--- src/rtl/cdzp_pkg.sv ---
// Shared constants, types and codes of the zero-padded 1-D convolution layer.
`default_nettype none

package cdzp_pkg;

  localparam int IN_DIM  = 16;
  localparam int OUT_DIM = 16;
  localparam int KSIZE   = 3;

  localparam int WDEPTH = OUT_DIM * KSIZE * IN_DIM;
  localparam int WAW    = $clog2(WDEPTH);
  localparam int CW     = (IN_DIM > 1) ? $clog2(IN_DIM) : 1;
  localparam int OW     = (OUT_DIM > 1) ? $clog2(OUT_DIM) : 1;
  localparam int TW     = (KSIZE > 1) ? $clog2(KSIZE) : 1;

  typedef logic signed [15:0] sample_t;
  typedef logic [IN_DIM-1:0][15:0] frame_t;

  // Per-cell control shared by the whole row
  typedef struct packed {
    logic clear;
    logic rot;
  } cell_ctl_t;

  typedef enum logic [2:0] {
    CMD_WEIGHT = 3'd0,
    CMD_BIAS   = 3'd1,
    CMD_SAMPLE = 3'd2,
    CMD_ZERO   = 3'd3,
    CMD_START  = 3'd4
  } cmd_t;

  typedef enum logic [2:0] {
    REG_KLEN   = 3'd0,
    REG_PAD    = 3'd1,
    REG_IN_CH  = 3'd2,
    REG_OUT_CH = 3'd3,
    REG_BIAS   = 3'd4
  } reg_idx_t;

  typedef enum logic {
    ST_IDLE,
    ST_RUN
  } state_t;

endpackage

`default_nettype wire

--- src/rtl/cdzp_cell.sv ---
// One history cell: holds a frame, takes its neighbor's frame, rotates samples.
`default_nettype none

module cdzp_cell import cdzp_pkg::*; (
  input  wire logic      clk,
  input  wire logic      rst_n,
  input  wire cell_ctl_t ctl,
  input  wire logic      take,
  input  wire frame_t    nbr_frame,
  output      frame_t    frame,
  output      sample_t   head
);

  frame_t frame_r;
  frame_t frame_nxt;

  // Clear, load from neighbor, or rotate one sample toward the head
  always_comb begin
    frame_nxt = frame_r;
    priority if (ctl.clear) begin
      frame_nxt = '0;
    end else if (take) begin
      frame_nxt = nbr_frame;
    end else if (ctl.rot) begin
      for (int i = 0; i < IN_DIM - 1; i++) begin
        frame_nxt[i] = frame_r[i+1];
      end
      frame_nxt[IN_DIM-1] = frame_r[0];
    end
  end

  always_ff @(posedge clk) begin
    if (!rst_n) begin
      frame_r <= '0;
    end else begin
      frame_r <= frame_nxt;
    end
  end

  assign frame = frame_r;
  assign head  = sample_t'(frame_r[0]);

endmodule

`default_nettype wire

--- config.mk ---
export PLATFORM = sky130hd
export DESIGN_NAME = cdzp_cell
export DESIGN_NICKNAME = d
export VERILOG_FILES = /design/src/rtl/cdzp_pkg.sv /design/src/rtl/cdzp_cell.sv
export SDC_FILE = /design/constraint.sdc
export NUM_CORES = 1
export LEC_CHECK = 0
export ABC_CLOCK_PERIOD_IN_PS = 1000
export BUFFER_PORTS_ARGS = -buffer_cell sky130_fd_sc_hd__buf_4
export CAP_MARGIN = 5
export CORE_AREA = 2 2 209 211
export CTS_CLUSTER_DIAMETER = 60
export DETAILED_ROUTE_END_ITERATION = 12
export DIE_AREA = 0 0 211 213
export PLACE_DENSITY = 0.64
export SYNTH_ARGS = -nofsm -noshare
export SYNTH_HDL_FRONTEND = slang
export SYNTH_SLANG_ARGS = --single-unit
--- constraint.sdc ---
create_clock -name clk -period 1 [get_ports clk]
set_input_delay 0.15 -clock clk [delete_from_list [all_inputs] [get_ports clk]]
set_output_delay 0.15 -clock clk [all_outputs]
set_load 0.005 [all_outputs]
## Word level (Yosys, flattened, before mapping)

Cells that the tools add are included.

- Mux-type cells: 2
- Bitwise operators: 1
- Reductions and logical operators: 2

Operators by type and width:

| cell | number |
|---|---|
| 256-bit 2-to-1 mux | 2 |
| 2-bit nonzero test | 1 |
| 2-bit OR reduction | 1 |
| 1-bit inverter | 1 |

- Flip-flop bits (word level): 256
- Input bits: 261
- Output and inout bits: 272

## Depth between registers and ports, before layout

- Depth after elaboration: 2
- Gate-level depth with buffers: 5
- Gate-level depth less buffers: 2

## Worst setup path before layout

No wires, ideal clock.

- Kind: input-to-reg
- Start point: input ctl[1] in the netlist's numbering
- End point: register frame_r, in the netlist frame[33]
- Setup time: 0.140 ns
- Arrival time: 0.851 ns
- Setup slack: 0.008 ns
- Stages on the path: 4
- Cells stage by stage: nand2b_1 -> buf_2 -> clkbuf_1 -> a211oi_1

- Cells in the longest elaborated chain, start to end: 1

RTL lines:

| element | RTL line | RTL |
|---|---|---|
| from (decl) | cdzp_cell.sv:7 | `input wire cell_ctl_t ctl,` |
| 2-bit OR reduction (no source line) | - |  |
| to (signal assigned) | cdzp_cell.sv:36 | `frame_r <= frame_nxt;` |
| to (decl) | cdzp_cell.sv:14 | `frame_t frame_r;` |

Every way passes these cells.
A chain may end at the register's enable or synchronous reset.

## Worst setup path after layout

- Start point: register frame_r, in the netlist frame[102]
- End point: output frame[102] in the netlist's numbering

RTL lines:

| element | RTL line | RTL |
|---|---|---|
| to (decl) | cdzp_cell.sv:10 | `output frame_t frame,` |

No word-level cell between the ends.

==> run_results.csv <==
group,metric,value,unit
cts,numCtsBuffers,31,
floorplanning,core,42700,um^2
cts,ctsRootBufferMaster,"clkbuf_16",
sta,finalWorstPathRequiredPeriod,1.24,ns
worst_setup_path,crit_type,"reg -> out",
sta,hold_viol_final,0,
layout,layout-drive-gt1-share,63.7,%
worst_setup_path,cp-endpoint,"frame[102]",
detailed_routing,drt-wirelength-per-cell,22.5,um
outcome,status,"finished with violations",
power_and_ir_drop,vdd_drop_max,1150,uV
detailed_routing,first_iter_violations,865,
worst_setup_path,crit_buf_inv,1,
floorplanning,dieWidth,211,um
detailed_routing,first_pass_iters,5,
sta,max_freq,804,MHz
cts,cts.sinks,256,
yosys,yosysSeqAreaShare,38.6,%
global_route,grt_overflow,0,
placement,io_buffers,532,
global_route,antenna_found_initial,1,
worst_setup_path,cp-startpoint,"frame[102]",
yosys,ys.warnings.count,0,
yosys,ys_types,13,
floorplanning,num_rows,76,
layout,layout.area.seq,5720,um^2
placement,pre_cts_slack,-0.176,ns
floorplanning,ios,533,
layout,syn_to_final_growth,92.3,%
sta,period_share,124,%
cts,cts_buffer_depth,3,
sta,maxSlewHeadroom,66.9,%
worst_setup_path,cp_slowest_stage_delay,0.41,ns
sta,finalSetupViolCount,281,
detailed_routing,drt-total-wl,63.0,mm
worst_setup_path,path_cells,"buf_6",
yosys,synth.area.top_cells,"dfxtp_1, mux2i_1, a211oi_2",
worst_setup_path,r2r_end,"head[6]",
global_route,track_usage,26.1,%
global_route,grt_pass1_vias,14900,
outcome,violations,"setup timing",
worst_setup_path,critPathLaunchType,"flip-flop",
worst_setup_path,cp_top_family,"flip-flops",
worst_setup_path,r2r-start,"frame[22]",
worst_hold_path,hp-class,"in -> reg",
detailed_routing,num_vias,14000,
yosys,yosysTopAreaCellShare,38.6,%
yosys,synth-seq-cells,256,
layout,fin_nets,2499,
worst_setup_path,worstRegToRegCells,3,
yosys,syn-num-nets,1416,
job,drv_cap,0,
yosys,syn_area_per_cell,11.5,um^2
cts,cts_tree,"built",
sta,clock-skew-final,0.0200,ns
sta,tightest_slew,0.496,ns
sta,setup_slack,-0.244,ns
cts,clkTransAtPathRegs,0.06,ns
worst_setup_path,cpMaxStageDelayCell,"dfxtp_4",
sta,rsz0062_at_grt,"true",
layout,multi_input_area,7170,um^2
detailed_routing,vias_per_cell,4.99,
placement,dpl.hpwl,37.9,mm
floorplanning,start_util,31.1,%
placement,place_congestion,0.869,
worst_setup_path,path_max_fanout,3,
detailed_routing,remaining_drc_errors,0,
yosys,syn_inst,1155,
layout,layout_commonest_cell,"buf_4",
layout,nFillCells,3113,
sta,maxSlewViolCount,0,
worst_setup_path,regToRegSetupSlack,-0.04,ns
yosys,yosys.area.top_type,"dfxtp_1",
floorplanning,die_area,44900,um^2
yosys,synth.cell_area,13300,um^2
cts,cts-htree-levels,1,
detailed_routing,postRouteAntennaNets,0,
global_route,grt_max_degree,36,
power_and_ir_drop,powerDensity,1130,nW/um^2
cts,clk_latency,0.57,ns
worst_hold_path,min_path_cells,4,
worst_setup_path,cp.depth,1,
floorplanning,fp.dieH,213,um
global_route,grt_pass1_wl,89.9,mm
power_and_ir_drop,leakage,0.0112,uW
worst_setup_path,worstSetupEndpointType,"primary output",
sta,tns,-46.19,ns
worst_setup_path,required,0.85,ns
layout,layout_common_cells,"buf_4, buf_6, dlygate4sd3_1",
worst_setup_path,worst_ep_arrival_time,1.09,ns
==> worst min-delay path by stage <==
stage                 end  slack [ns]            from
2_1_floorplan    head[10]        0.33   nbr_frame[10]
3_3_place_gp    frame[40]        0.46   nbr_frame[40]
3_5_place_dp   frame[255]        0.47  nbr_frame[255]
4_1_cts        frame[241]        0.08            take
5_1_grt        frame[241]        0.11            take
6_report       frame[241]        0.10            take
==> routing by layer <==
layer	wire length, um	vias up	GRT usage, %
li1	-	6358	-
met1	24300	6792	30.4
met2	31200	688	45.8
met3	4270	167	4.63
met4	3210	0	13.3
met5	0	-	0
==> logic make-up (layout without fill, tap and decap cells) <==
kind of cell	Yosys count	count (layout)	share of synthesized area, %
other	0	1	0
flip-flops	256	256	38.6
multiplexers	256	256	19.3
buffers and inverters	130	1233	7.94
AND/OR/NAND/NOR	257	257	12.1
AO/OA/AOI/OAI	256	256	22.1
==> stage by stage <==
| stage | total power [uW] | std cells | cell area [um^2] | util (%) | hold WS (ns) |
|---|---|---|---|---|---|
| after global routing | 29700 | 2805 | 25500 | 59.8 | 0.106 |
| after global placement | 16000 | 2213 | 18200 | 42.7 | 0.458 |
| after CTS | 28500 | 2765 | 25200 | 58.9 | 0.0842 |
| after detailed placement | 16100 | 2213 | 18200 | 42.7 | 0.468 |
| final | 28800 | 2805 | 25500 | 59.8 | 0.100 |
| after floorplan | 13600 | 1155 | 13300 | - | 0.334 |
==> sequential cells by signal, indices dropped and copies added (netlist names) <==
signal / count
frame: 240
head: 16
==> what timing repair did <==
item                                    in CTS  in global routing
hold endpoints to repair                   256                  0
pin swaps                                    0                  9
buffers inserted                           245                 40
endpoints found under the setup margin     272                276
hold buffers                               257                  0
resized for setup                          631                 26
==> synthesized netlist by cell type <==
library cell  count
a211oi_1         54
a211oi_2        202
buf_1             6
buf_12           27
buf_2            45
buf_4            17
buf_6             1
clkbuf_1         33
dfxtp_1         256
inv_2             1
mux2i_1         256
nand2b_1          1
nor2b_1         256
==> power breakdown <==
part	leakage (uW)	internal [uW]	switching (uW)
Clock	0.000464	6310	4540
Sequential	0.00224	10600	503
Combinational	0.00853	4090	2810
Total	0.0112	21000	7850
==> layout make-up <==
cell class | instances | share of cell area [%]
antenna | 1 | 0.00980
inverter | 1 | 0.0441
timing repair buffer | 1179 | 43.1
clock inverter | 6 | 0.264
sequential | 256 | 22.4
tap | 546 | 2.67
clock buffer | 47 | 3.47
multi-input combinational | 769 | 28.1
Note: power is estimated with default switching activity, not from simulation.
